===== src/hdl/positional_list_engine_assert.svh =====
// Assertion macros used by the positional list engine RTL.
`ifndef POSITIONAL_LIST_ENGINE_ASSERT_SVH
`define POSITIONAL_LIST_ENGINE_ASSERT_SVH

// Same-cycle implication, checked at every rising clock edge outside reset.
`define PLE_ASSERT_IMP(label, clk, rst_n, ante, cons) \
	label: assert property (@(posedge clk) disable iff (!rst_n) (ante) |-> (cons)) \
		else $error("positional list engine: assertion failed");

// Next-cycle implication, checked at every rising clock edge outside reset.
`define PLE_ASSERT_NXT(label, clk, rst_n, ante, cons) \
	label: assert property (@(posedge clk) disable iff (!rst_n) (ante) |=> (cons)) \
		else $error("positional list engine: assertion failed");

`endif


===== src/hdl/ple_pkg.sv =====
// Types, codes and sizes shared by the positional list engine modules.
package ple_pkg;

	localparam int LIST_DEPTH = 16;
	localparam int IDX_W      = $clog2(LIST_DEPTH);
	localparam int CNT_W      = 5;
	localparam int DATA_W     = 32;

	localparam logic [2:0] OP_INS_FIRST = 3'd0;
	localparam logic [2:0] OP_INS_LAST  = 3'd1;
	localparam logic [2:0] OP_INS_AT    = 3'd2;
	localparam logic [2:0] OP_DEL_FIRST = 3'd3;
	localparam logic [2:0] OP_DEL_LAST  = 3'd4;
	localparam logic [2:0] OP_DEL_AT    = 3'd5;
	localparam logic [2:0] OP_DUMP      = 3'd6;

	localparam logic [1:0] ST_OK     = 2'd0;
	localparam logic [1:0] ST_BADPOS = 2'd1;
	localparam logic [1:0] ST_FULL   = 2'd2;
	localparam logic [1:0] ST_EMPTY  = 2'd3;

	typedef struct packed {
		logic              re;
		logic [IDX_W-1:0]  raddr;
		logic              we;
		logic [IDX_W-1:0]  waddr;
		logic [DATA_W-1:0] wdata;
	} ram_req_t;

	typedef struct packed {
		logic [1:0]               status;
		logic [CNT_W-1:0]         count;
		logic signed [DATA_W-1:0] value;
		logic                     last;
	} res_t;

endpackage


===== src/hdl/positional_list_engine.sv =====
// Positional list engine top level: sequencer, element RAM and output register.
//
//  channel  handshake            payload
//  in       in_valid / in_ready  op, value, position
//  out      out_valid / out_ready status, element_count, element_value, is_last
//
// An insert that shifts nothing writes its entry and then answers, a delete just answers.
// An insert or delete that moves k trailing entries walks them one per cycle through the
// element RAM port before it writes the new entry (insert) or answers (delete).
// A dump reads one entry per cycle and emits count results, one per cycle when out_ready
// stays high; a stalled output holds the walk, and a new request is taken once the
// final result is in the output register. Reset clears the count; no RAM clearing pass.
module positional_list_engine import ple_pkg::*; (
	input  logic                     clk,
	input  logic                     arst_n,
	input  logic                     in_valid,
	output logic                     in_ready,
	input  logic [2:0]               op,
	input  logic signed [DATA_W-1:0] value,
	input  logic [4:0]               position,
	output logic                     out_valid,
	input  logic                     out_ready,
	output logic [1:0]               status,
	output logic [CNT_W-1:0]         element_count,
	output logic signed [DATA_W-1:0] element_value,
	output logic                     is_last
);

	ram_req_t            ram_req;
	logic [DATA_W-1:0]   ram_rdata;
	logic                out_free;
	logic                res_load;
	res_t                res;

	ple_seq u_seq (
		.clk       (clk),
		.arst_n    (arst_n),
		.in_valid  (in_valid),
		.in_ready  (in_ready),
		.op        (op),
		.value     (value),
		.position  (position),
		.ram_req   (ram_req),
		.ram_rdata (ram_rdata),
		.out_free  (out_free),
		.res_load  (res_load),
		.res       (res)
	);

	ple_ram #(
		.WIDTH (DATA_W),
		.DEPTH (LIST_DEPTH)
	) u_store (
		.clk   (clk),
		.re    (ram_req.re),
		.raddr (ram_req.raddr),
		.rdata (ram_rdata),
		.we    (ram_req.we),
		.waddr (ram_req.waddr),
		.wdata (ram_req.wdata)
	);

	ple_out u_out (
		.clk           (clk),
		.arst_n        (arst_n),
		.res_load      (res_load),
		.res           (res),
		.out_free      (out_free),
		.out_valid     (out_valid),
		.out_ready     (out_ready),
		.status        (status),
		.element_count (element_count),
		.element_value (element_value),
		.is_last       (is_last)
	);

endmodule


===== src/hdl/ple_ram.sv =====
// Generic single-port-write, single-port-read RAM with a registered read.
module ple_ram #(
	parameter int WIDTH = 32,
	parameter int DEPTH = 16
) (
	input  logic                     clk,
	input  logic                     re,
	input  logic [$clog2(DEPTH)-1:0] raddr,
	output logic [WIDTH-1:0]         rdata,
	input  logic                     we,
	input  logic [$clog2(DEPTH)-1:0] waddr,
	input  logic [WIDTH-1:0]         wdata
);

	logic [WIDTH-1:0] mem [DEPTH];

	always_ff @(posedge clk) begin
		if (we) begin
			mem[waddr] <= wdata;
		end
	end

	// Read data holds its value while no read is issued.
	always_ff @(posedge clk) begin
		if (re) begin
			rdata <= mem[raddr];
		end
	end

endmodule


===== src/hdl/ple_seq.sv =====
// Request sequencer: decodes requests and walks the element RAM to shift or dump entries.
`include "positional_list_engine_assert.svh"

module ple_seq import ple_pkg::*; (
	input  logic                     clk,
	input  logic                     arst_n,
	input  logic                     in_valid,
	output logic                     in_ready,
	input  logic [2:0]               op,
	input  logic signed [DATA_W-1:0] value,
	input  logic [4:0]               position,
	output ram_req_t                 ram_req,
	input  logic [DATA_W-1:0]        ram_rdata,
	input  logic                     out_free,
	output logic                     res_load,
	output res_t                     res
);

	localparam logic [2:0] S_IDLE = 3'd0;
	localparam logic [2:0] S_SHUP = 3'd1;
	localparam logic [2:0] S_SHDN = 3'd2;
	localparam logic [2:0] S_PUT  = 3'd3;
	localparam logic [2:0] S_DUMP = 3'd4;
	localparam logic [2:0] S_RESP = 3'd5;

	logic [2:0]               state_q;
	logic [CNT_W-1:0]         cnt_q;
	logic [IDX_W-1:0]         idx_q;
	logic [IDX_W-1:0]         ptr_q;
	logic                     more_q;
	logic signed [DATA_W-1:0] value_q;
	logic [1:0]               status_q;
	logic                     rd_valid_s1;
	logic [IDX_W-1:0]         rd_addr_s1;
	logic                     last_s1;

	logic             accept;
	logic             full;
	logic             empty;
	logic             ins_pos_ok;
	logic             del_pos_ok;
	logic [IDX_W-1:0] pos_idx;
	logic [IDX_W-1:0] cnt_m1;
	logic [IDX_W-1:0] ins_idx;
	logic [IDX_W-1:0] del_idx;

	assign in_ready = (state_q == S_IDLE);
	assign accept   = in_valid && in_ready;

	always_comb begin
		full       = (cnt_q == CNT_W'(LIST_DEPTH));
		empty      = (cnt_q == '0);
		ins_pos_ok = (position != '0) && ({1'b0, position} <= ({1'b0, cnt_q} + 6'd1));
		del_pos_ok = (position != '0) && (position <= cnt_q);
		pos_idx    = IDX_W'(position - 5'd1);
		cnt_m1     = IDX_W'(cnt_q - CNT_W'(1));
		unique case (op)
			OP_INS_FIRST: ins_idx = '0;
			OP_INS_LAST:  ins_idx = IDX_W'(cnt_q);
			default:      ins_idx = pos_idx;
		endcase
		unique case (op)
			OP_DEL_FIRST: del_idx = '0;
			OP_DEL_LAST:  del_idx = cnt_m1;
			default:      del_idx = pos_idx;
		endcase
	end

	always_comb begin
		ram_req  = '0;
		res_load = 1'b0;
		res      = '0;
		unique case (state_q)
			S_SHUP: begin
				ram_req.re    = more_q;
				ram_req.raddr = ptr_q;
				ram_req.we    = rd_valid_s1;
				ram_req.waddr = rd_addr_s1 + IDX_W'(1);
				ram_req.wdata = ram_rdata;
			end
			S_SHDN: begin
				ram_req.re    = more_q;
				ram_req.raddr = ptr_q;
				ram_req.we    = rd_valid_s1;
				ram_req.waddr = rd_addr_s1 - IDX_W'(1);
				ram_req.wdata = ram_rdata;
			end
			S_PUT: begin
				ram_req.we    = 1'b1;
				ram_req.waddr = idx_q;
				ram_req.wdata = value_q;
			end
			S_DUMP: begin
				res_load      = rd_valid_s1 && out_free;
				res.status    = ST_OK;
				res.count     = cnt_q;
				res.value     = ram_rdata;
				res.last      = last_s1;
				// The next read may only be issued once the held word has moved on.
				ram_req.re    = more_q && (!rd_valid_s1 || res_load);
				ram_req.raddr = ptr_q;
			end
			S_RESP: begin
				res_load   = out_free;
				res.status = status_q;
				res.count  = cnt_q;
				res.value  = '0;
				res.last   = 1'b1;
			end
			default: begin
			end
		endcase
	end

	always_ff @(posedge clk or negedge arst_n) begin
		if (!arst_n) begin
			state_q     <= S_IDLE;
			cnt_q       <= '0;
			more_q      <= 1'b0;
			rd_valid_s1 <= 1'b0;
		end else begin
			if (ram_req.re) begin
				rd_valid_s1 <= 1'b1;
			end else if (state_q != S_DUMP || res_load) begin
				rd_valid_s1 <= 1'b0;
			end

			unique case (state_q)
				S_IDLE: begin
					if (accept) begin
						unique case (op)
							OP_INS_FIRST, OP_INS_LAST, OP_INS_AT: begin
								if (full) begin
									state_q <= S_RESP;
								end else if (op == OP_INS_AT && !ins_pos_ok) begin
									state_q <= S_RESP;
								end else if (CNT_W'(ins_idx) < cnt_q) begin
									state_q <= S_SHUP;
									more_q  <= 1'b1;
								end else begin
									state_q <= S_PUT;
								end
							end
							OP_DEL_FIRST, OP_DEL_LAST, OP_DEL_AT: begin
								if (empty) begin
									state_q <= S_RESP;
								end else if (op == OP_DEL_AT && !del_pos_ok) begin
									state_q <= S_RESP;
								end else if (CNT_W'(del_idx) + CNT_W'(1) < cnt_q) begin
									state_q <= S_SHDN;
									more_q  <= 1'b1;
								end else begin
									cnt_q   <= cnt_q - CNT_W'(1);
									state_q <= S_RESP;
								end
							end
							OP_DUMP: begin
								if (empty) begin
									state_q <= S_RESP;
								end else begin
									state_q <= S_DUMP;
									more_q  <= 1'b1;
								end
							end
							default: begin
								state_q <= S_RESP;
							end
						endcase
					end
				end
				S_SHUP: begin
					if (ram_req.re && ptr_q == idx_q) begin
						more_q <= 1'b0;
					end
					if (!more_q && rd_valid_s1) begin
						state_q <= S_PUT;
					end
				end
				S_SHDN: begin
					if (ram_req.re && ptr_q == cnt_m1) begin
						more_q <= 1'b0;
					end
					if (!more_q && rd_valid_s1) begin
						cnt_q   <= cnt_q - CNT_W'(1);
						state_q <= S_RESP;
					end
				end
				S_PUT: begin
					cnt_q   <= cnt_q + CNT_W'(1);
					state_q <= S_RESP;
				end
				S_DUMP: begin
					if (ram_req.re && ptr_q == cnt_m1) begin
						more_q <= 1'b0;
					end
					if (res_load && last_s1) begin
						state_q <= S_IDLE;
					end
				end
				S_RESP: begin
					if (res_load) begin
						state_q <= S_IDLE;
					end
				end
				default: begin
					state_q <= S_IDLE;
				end
			endcase
		end
	end

	// Payload registers: request fields, walk pointer and read tags.
	always_ff @(posedge clk) begin
		if (ram_req.re) begin
			rd_addr_s1 <= ptr_q;
			last_s1    <= (ptr_q == cnt_m1);
		end
		if (accept) begin
			value_q <= value;
			unique case (op)
				OP_INS_FIRST, OP_INS_LAST, OP_INS_AT: begin
					idx_q <= ins_idx;
					ptr_q <= cnt_m1;
					if (full) begin
						status_q <= ST_FULL;
					end else if (op == OP_INS_AT && !ins_pos_ok) begin
						status_q <= ST_BADPOS;
					end else begin
						status_q <= ST_OK;
					end
				end
				OP_DEL_FIRST, OP_DEL_LAST, OP_DEL_AT: begin
					idx_q <= del_idx;
					ptr_q <= del_idx + IDX_W'(1);
					if (empty) begin
						status_q <= ST_EMPTY;
					end else if (op == OP_DEL_AT && !del_pos_ok) begin
						status_q <= ST_BADPOS;
					end else begin
						status_q <= ST_OK;
					end
				end
				OP_DUMP: begin
					ptr_q    <= '0;
					status_q <= empty ? ST_EMPTY : ST_OK;
				end
				default: begin
					status_q <= ST_OK;
				end
			endcase
		end else if (ram_req.re) begin
			// Inserts walk toward the front, deletes and dumps toward the back.
			if (state_q == S_SHUP) begin
				if (ptr_q != idx_q) begin
					ptr_q <= ptr_q - IDX_W'(1);
				end
			end else if (ptr_q != cnt_m1) begin
				ptr_q <= ptr_q + IDX_W'(1);
			end
		end
	end

	`PLE_ASSERT_IMP(a_cnt_bound, clk, arst_n, 1'b1, cnt_q <= CNT_W'(LIST_DEPTH))
	`PLE_ASSERT_IMP(a_no_rw_clash, clk, arst_n, ram_req.we && ram_req.re, ram_req.waddr != ram_req.raddr)
	`PLE_ASSERT_IMP(a_load_free, clk, arst_n, res_load, out_free)
	`PLE_ASSERT_NXT(a_accept_busy, clk, arst_n, accept, state_q != S_IDLE)

endmodule


===== src/hdl/ple_out.sv =====
// Output register stage: holds one result until the consumer takes it.
module ple_out import ple_pkg::*; (
	input  logic                     clk,
	input  logic                     arst_n,
	input  logic                     res_load,
	input  res_t                     res,
	output logic                     out_free,
	output logic                     out_valid,
	input  logic                     out_ready,
	output logic [1:0]               status,
	output logic [CNT_W-1:0]         element_count,
	output logic signed [DATA_W-1:0] element_value,
	output logic                     is_last
);

	logic out_valid_q;
	res_t res_q;

	assign out_free = !out_valid_q || out_ready;

	always_ff @(posedge clk or negedge arst_n) begin
		if (!arst_n) begin
			out_valid_q <= 1'b0;
		end else if (res_load) begin
			out_valid_q <= 1'b1;
		end else if (out_ready) begin
			out_valid_q <= 1'b0;
		end
	end

	always_ff @(posedge clk) begin
		if (res_load) begin
			res_q <= res;
		end
	end

	assign out_valid     = out_valid_q;
	assign status        = res_q.status;
	assign element_count = res_q.count;
	assign element_value = res_q.value;
	assign is_last       = res_q.last;

endmodule


===== config.mk =====
export PLATFORM = sky130hd
export DESIGN_NAME = positional_list_engine
export DESIGN_NICKNAME = d
export VERILOG_FILES = /design/src/hdl/ple_pkg.sv /design/src/hdl/positional_list_engine.sv /design/src/hdl/ple_ram.sv /design/src/hdl/ple_seq.sv /design/src/hdl/ple_out.sv
export VERILOG_INCLUDE_DIRS = /design/src /design/src/hdl
export SDC_FILE = /design/constraint.sdc
export NUM_CORES = 1
export LEC_CHECK = 0
export BUFFER_PORTS_ARGS = -buffer_cell sky130_fd_sc_hd__buf_4
export CELL_PAD_IN_SITES_DETAIL_PLACEMENT = 1
export CELL_PAD_IN_SITES_GLOBAL_PLACEMENT = 2
export CORE_ASPECT_RATIO = 1.1
export CORE_UTILIZATION = 27
export DETAILED_ROUTE_END_ITERATION = 8
export GPL_TIMING_DRIVEN = 0
export PLACE_DENSITY_LB_ADDON = 0.3
export SKIP_LAST_GASP = 1
export SLEW_MARGIN = 10
export SYNTH_ARGS = -nofsm -noshare
export SYNTH_HDL_FRONTEND = slang
export SYNTH_SLANG_ARGS = --single-unit

===== constraint.sdc =====
create_clock -name clk -period 3.8 [get_ports clk]
set_input_delay 0.57 -clock clk [delete_from_list [all_inputs] [get_ports clk]]
set_output_delay 0.57 -clock clk [all_outputs]
set_load 0.01 [all_outputs]

After elaboration in Yosys (flattened, before gate mapping)
Memories as Yosys holds them, arrays and structs flattened. A register that Yosys moved wholly into a read port is not among the register bits.
Cells that the tools add are included.
W data, S select, Z words.

word-level totals
  flip-flop bits (word level) = 98
  bits in writable memories = 512
  bits of input ports = 44
  word-level logic and storage cells = 165
  memories = 1

cells by class
  $add $sub $neg = 10
  magnitude comparators = 4
  equality and inequality tests = 38
  mux-type cells = 58
  reductions and logical operators = 39

memory list
  name         words  width  read ports  clocked after memory_dff  wr ports  line           text
  u_store.mem  16     32     1           1                         1         ple_ram.sv:15  logic [WIDTH-1:0] mem [DEPTH];

operators with widths
  cell                   count
  $pmux W37 S3           1
  $pmux W40 S2           1
  $mux W3                10
  $mux W5                6
  $ne A3 B3 Y1 const B   8
  $pmux W4 S2            3
  $mux W4                5
  $mux W1                19
  $pmux W3 S6            1
  $eq A3 B3 Y1 const B   5
  $pmux W5 S3            1
  $add A4 B1 Y4 const B  3
  $eq A3 B2 Y1 const B   4
  $ne A2 B1 Y1 const B   6
  $pmux W4 S3            1
  $reduce_and A12 Y1     1
  $sub A4 B1 Y4 const B  3
  $logic_and A1 B1 Y1    11
  $ne A2 B2 Y1 const B   5
  $pmux W5 S2            1
  $pmux W3 S3            1
  $reduce_bool A3 Y1     3
  $eq A4 B4 Y1           2
  $mux W2                4
  other kinds (28)       44

Logic depth before layout (Yosys ltp)
  depth in word-level cells = 10
  depth in mapped cells = 16
  gate-level depth less buffers = 15

Modules after synthesis
A second synthesis with hierarchy kept.

unflattened totals
  cell total of the unflattened synthesis = 1311
  area, all modules = 25650.9 um2

modules (own cells, without submodules)
  module   instances  cells an instance  area an instance (um2)
  ple_ram  1          838                20155.6
  ple_seq  1          430                4246.6
  ple_out  1          43                 1248.7

Worst setup path before layout
OpenSTA, ideal clock, no wires.

  path kind = reg-to-reg
  start = register u_seq.state_q[1]
  end = memory u_store.mem[8][0], enable pin
  library setup time = 421 ps
  arrival time = 3561 ps
  required time = 3379 ps
  slack = -182 ps
  stages on the path, launching flop included = 14
  cells stage by stage = dfrtp_1 buf_2 buf_2 nor2b_1 nand2_1 inv_1 ha_1 a21o_1 a21oi_1 xor2_1 mux2i_1 nor3_1 nand2_1 nor2_1

on the way
  word-level cells in the longest chain between the ends = 4
  elaborated cells between the ends (all ways) = 6
  those cells by class = eq/ne (3); mux (3)

RTL lines
  what                                          line            text
  start, declared                               ple_seq.sv:26   logic [2:0] state_q;
  start signal, assigned                        ple_seq.sv:117  state_q <= S_IDLE;
  start signal, assigned                        ple_seq.sv:134  state_q <= S_RESP;
  start signal, assigned                        ple_seq.sv:136  state_q <= S_RESP;
  $eq A3 B2 Y1 or $eq A3 B1 Y1 (tied branches)  ple_seq.sv:73   unique case (state_q)
  $pmux W37 S3 *                                ple_seq.sv:73
  $mux W1                                       ple_ram.sv:18   if (we) begin
  $mux W1 (implied by the code)                 ple_ram.sv:19   mem[waddr] <= wdata;
  end, declared                                 ple_ram.sv:15

Every way passes the cells marked *; elsewhere a longest branch is shown, timed or not.

Worst setup path after layout
  start = register u_seq.cnt_q[0]
  end = register u_seq.more_q

on the way
  word-level cells in the longest chain between the ends = 7
  elaborated cells between the ends (all ways) = 28
  those cells by class = add/sub (3); order compare (4); eq/ne (10); mux (2); reduce/logical (9)

RTL lines
  what                                                                   line            text
  start, declared                                                        ple_seq.sv:27   logic [CNT_W-1:0] cnt_q;
  start signal, assigned                                                 ple_seq.sv:153  cnt_q <= cnt_q - CNT_W'(1);
  start signal, assigned                                                 ple_seq.sv:184  cnt_q <= cnt_q - CNT_W'(1);
  start signal, assigned                                                 ple_seq.sv:189  cnt_q <= cnt_q + CNT_W'(1);
  parallel branches: the longest is 6 deep, another holds $sub A5 B1 Y5  n/a
  $reduce_and A12 Y1 (no source line) *                                  n/a
  end signal, assigned                                                   ple_seq.sv:139  more_q <= 1'b1;
  end signal, assigned                                                   ple_seq.sv:151  more_q <= 1'b1;
  end signal, assigned                                                   ple_seq.sv:162  more_q <= 1'b1;
  end, declared                                                          ple_seq.sv:30   logic more_q;

Mark *: on every way between the ends.
A chain may end at the register's enable or synchronous reset.

==> results.rst <==
.. list-table::
   :header-rows: 1

   * - Metric
     - Value
   * - Maximum clock path buffer count
     - 3
   * - Measured slew at the worst slew-check pin
     - 1.30 ns
   * - Total die area
     - 0.0995 mm^2
   * - Normalized max-slew margin
     - 0.134
   * - Layout filler cell count
     - 10,279
   * - Power per unit of standard cell area
     - 458 mW/mm^2
   * - Flop and latch count out of synthesis
     - 642
   * - Synthesized net count
     - 1,947
   * - Most used cells in the layout excluding fill and tap cells
     - sky130_fd_sc_hd__edfxtp_1 (631), sky130_fd_sc_hd__nand2_1 (305), sky130_fd_sc_hd__nand3_1 (151)
   * - Worst-path cell chain
     - buf_8, clkinvlp_4, ha_4, xnor2_2, a221o_1, nor3_2, xor2_1, ha_1, a21o_1, a21oi_2, nand4_1, a31oi_2, nand4_1, a22oi_2, mux2_1
   * - Routed length on met1
     - 36,500 um
   * - Number of iterations in the first detailed-routing pass
     - 5
   * - FFs w/ async S/R, synth
     - 0.0171
   * - Unique cell type count in the Yosys netlist
     - 71
   * - # DRC
     - 0
   * - Worst min path class
     - in -> reg
   * - GR Util All Layers
     - 0.174
   * - Maximum net fanout on the critical path
     - 4
   * - Reg clk slew, reported paths
     - 0.06 ns
   * - Starting utilization of the core area
     - 0.273
   * - Final-report hold violation count
     - 0
   * - Root buffer cell
     - sky130_fd_sc_hd__clkbuf_16
   * - First-pass GRT wire length
     - 124,000 um
   * - Number of buffer cells added on primary ports
     - 83
   * - Per-cell via count in the routed design
     - 4.91
   * - Post-route minimum period
     - 3.74 ns
   * - Final cycle utilization of the critical path
     - 0.984
   * - Max-slew violation count
     - 0
   * - Setup crit start kind
     - register
   * - Total Routed Length
     - 86,100 um
   * - Sum of met2 wire segment lengths after detailed routing
     - 43,100 um
   * - H-Tree Level Count
     - 3
   * - Largest net degree at the start of global routing
     - 39
   * - Worst clock skew
     - 0.0269 ns
   * - Num ports
     - 86
   * - Post-route antenna net violation count
     - 0
   * - Syn-to-layout area delta
     - 21.0%
   * - Number of global-route vias before repair
     - 17,975
   * - Insertion delay to the later sink of the worst-skew pair
     - 0.63 ns
   * - Wire length on met3
     - 4030 um
   * - Number of setup violations in the final report
     - 0
   * - Drt wl/cell
     - 25.1 um
   * - Die extent in x
     - 301 um
   * - Leakage power total
     - 9.78 nW
   * - Setup crit end kind
     - register
   * - CTS tree
     - built
   * - Routability congestion estimate
     - 0.785
   * - Post-synth EDFFs
     - 631
   * - Number of sinks driven by the clock tree
     - 642
   * - Cell Area, Placed
     - 0.0293 mm^2
   * - Total chip power
     - 14.7 mW
   * - Final core utilization
     - 0.330
   * - Share of post-route cells with drive strength above 1
     - 0.170
   * - Half-perimeter wire length after placement
     - 58,700 um
   * - Worst-case vdd ir drop
     - 0.000335 V
   * - Number of vias after detailed routing
     - 16,840
   * - Synth Cell Area
     - 0.0265 mm^2
   * - Post-synthesis sequential area ratio
     - 0.725
   * - Category of the critical setup timing path
     - reg -> reg
   * - Drt first-iter violations
     - 1,036
   * - Upper clock frequency limit
     - 267 MHz
   * - Total number of placement rows
     - 120
   * - Delay of the slowest cell on the worst path
     - 0.42 ns
   * - Final-stage net count
     - 2,161
   * - Most common library cell in the layout ignoring fill and taps
     - sky130_fd_sc_hd__edfxtp_1
   * - Total congestion overflow
     - 0
   * - Data required time at the worst endpoint
     - 4.30 ns
   * - Uppermost routed layer
     - met4
   * - Post-Syn Instances
     - 1,874
   * - Std-Cell Core Area
     - 0.0973 mm^2
   * - Final standard cell area without fillers
     - 0.0321 mm^2
   * - Die height
     - 331 um
   * - Cts bufs inserted
     - 73
   * - Arr. time, crit path
     - 4.24 ns
   * - Number of antenna violations at the first check in global routing
     - 2
   * - Leading register cell type out of synthesis
     - sky130_fd_sc_hd__edfxtp_1
   * - Yosys synthesis warning count
     - 0
   * - Setup repair after global routing missed its margin
     - true
   * - Slowest cell on the critical path
     - sky130_fd_sc_hd__dfrtp_2
   * - Number of maximum-capacitance violations
     - 0
   * - Mapped Avg Cell Area
     - 14.1 um^2
   * - Run status
     - finished clean
   * - Most common cell on crit path
     - sky130_fd_sc_hd__nand4_1
cells by family after synthesis:
family	share of synthesized area
buffers and inverters	0.0251
adder cells (fa/ha/maj)	0.0143
multiplexers	0.0381
AO/OA/AOI/OAI	0.0693
XOR/XNOR	0.0105
AND/OR/NAND/NOR	0.118
flip-flops	0.725
flip-flops by register name, summed over array words and instances, names as in the netlist, 3 cells and up:
register             count
u_out.element_count      5
u_out.element_value     32
u_seq.cnt_q              5
u_seq.idx_q              4
u_seq.ptr_q              4
u_seq.rd_addr_s1         4
u_seq.state_q            3
u_seq.value_q           32
u_store.mem            512
u_store.rdata           32
final timing paths:
check                                from                   to  slack (ns)  cells past startpoint
min reg2reg                u_seq.ptr_q[0]  u_seq.rd_addr_s1[0]        0.47                      0
min                             value[29]    u_seq.value_q[29]        0.12                      1
max in group asynchronous          arst_n       u_seq.cnt_q[0]        3.29                      2
max                        u_seq.cnt_q[0]         u_seq.more_q        0.06                     15
min in group asynchronous          arst_n       u_seq.cnt_q[3]        0.32                      2
max reg2reg                u_seq.cnt_q[0]         u_seq.more_q        0.06                     15
critical path: cells and delay by family (launching register included):
kind	cells	cell delay, ns
multiplexers	1	0.34
XOR/XNOR	2	0.41
AO/OA/AOI/OAI	5	1.21
adder cells (fa/ha/maj)	2	0.52
buffers and inverters	2	0.28
flip-flops	1	0.42
AND/OR/NAND/NOR	3	0.45
cell usage after synthesis (4+ instances only):
| cell type | count | area (um^2) |
|---|---|---|
| sky130_fd_sc_hd__edfxtp_1 | 631 | 18900 |
| sky130_fd_sc_hd__nand2_1 | 307 | 1150 |
| sky130_fd_sc_hd__nand3_1 | 151 | 756 |
| sky130_fd_sc_hd__nor2_1 | 73 | 274 |
| sky130_fd_sc_hd__a21oi_1 | 65 | 325 |
| sky130_fd_sc_hd__nand4_1 | 52 | 325 |
| sky130_fd_sc_hd__clkbuf_1 | 51 | 191 |
| sky130_fd_sc_hd__and2_1 | 45 | 282 |
| sky130_fd_sc_hd__buf_2 | 42 | 210 |
| sky130_fd_sc_hd__mux2i_1 | 39 | 390 |
| sky130_fd_sc_hd__o22ai_1 | 37 | 231 |
| sky130_fd_sc_hd__a22o_1 | 34 | 298 |
| sky130_fd_sc_hd__inv_1 | 34 | 128 |
| sky130_fd_sc_hd__o21ai_0 | 30 | 150 |
| sky130_fd_sc_hd__o211ai_1 | 29 | 218 |
| sky130_fd_sc_hd__ha_1 | 27 | 338 |
| sky130_fd_sc_hd__mux4_2 | 26 | 586 |
| sky130_fd_sc_hd__xnor2_1 | 19 | 166 |
| sky130_fd_sc_hd__nor3_1 | 16 | 80.1 |
| sky130_fd_sc_hd__a211oi_1 | 15 | 113 |
| sky130_fd_sc_hd__buf_1 | 15 | 56.3 |
| sky130_fd_sc_hd__a31oi_1 | 14 | 87.6 |
| sky130_fd_sc_hd__dfrtp_1 | 11 | 275 |
| sky130_fd_sc_hd__nor2b_1 | 10 | 62.6 |
| sky130_fd_sc_hd__xor2_1 | 9 | 78.8 |
| sky130_fd_sc_hd__nand2b_1 | 8 | 50.1 |
| sky130_fd_sc_hd__buf_4 | 6 | 45.0 |
| sky130_fd_sc_hd__a21o_1 | 5 | 37.5 |
| sky130_fd_sc_hd__and3_1 | 5 | 31.3 |
| sky130_fd_sc_hd__a22oi_1 | 4 | 30.0 |
| sky130_fd_sc_hd__nor3b_1 | 4 | 30.0 |
| sky130_fd_sc_hd__o21ai_1 | 4 | 20.0 |
| sky130_fd_sc_hd__o21bai_1 | 4 | 30.0 |
metrics by stage:
step	setup WS (ns)	hold slack (ns)	cells	setup TNS (ns)
after floorplan	-0.182	0.274	1874	-89.65
after global placement	-2.49	0.429	3238	-1281.12
after detailed placement	-0.524	0.431	3258	-55.62
after CTS	-0.272	0.0738	3421	-0.272
after global routing	-0.0747	0.0909	3427	-1.97
final	0.0612	0.117	3428	0
metal layers:
metal | vias to the layer above | track usage
met3 | 120 | 0.0264
met5 | - | 0
met1 | 8792 | 0.219
li1 | 7528 | -
met4 | 0 | 0.0606
met2 | 400 | 0.301
final cells by class:
cell class | count | area (um^2) | area share
well taps | 1281 | 1600 | 0.0500
clock inverters | 42 | 374 | 0.0117
diodes | 1 | 2.50 | 0.0000780
plain buffers | 116 | 539 | 0.0168
flip-flops and latches | 642 | 19200 | 0.599
repair buffers | 139 | 1460 | 0.0454
multi-input cells | 1079 | 6820 | 0.213
clock buffers | 91 | 1920 | 0.0597
inverters | 37 | 145 | 0.00452
report_power, final:
| group | internal, mW | switching, mW |
|---|---|---|
| clock network | 3.94 | 2.93 |
| registers | 7.66 | 0.0000000000000000415 |
| logic | 0.0784 | 0.0866 |
| total | 11.7 | 3.02 |
timing repair:
action / CTS / global route
setup buffers: 29 / 6
gates resized for setup: 5 / 13
gates cloned: 0 / 0
setup endpoints to repair: 372 / 261
endpoints found under the hold margin: 11 / 0
hold buffers: 1 / 0
pin swaps: 16 / 7
Note: power is estimated with default switching activity, not from simulation.
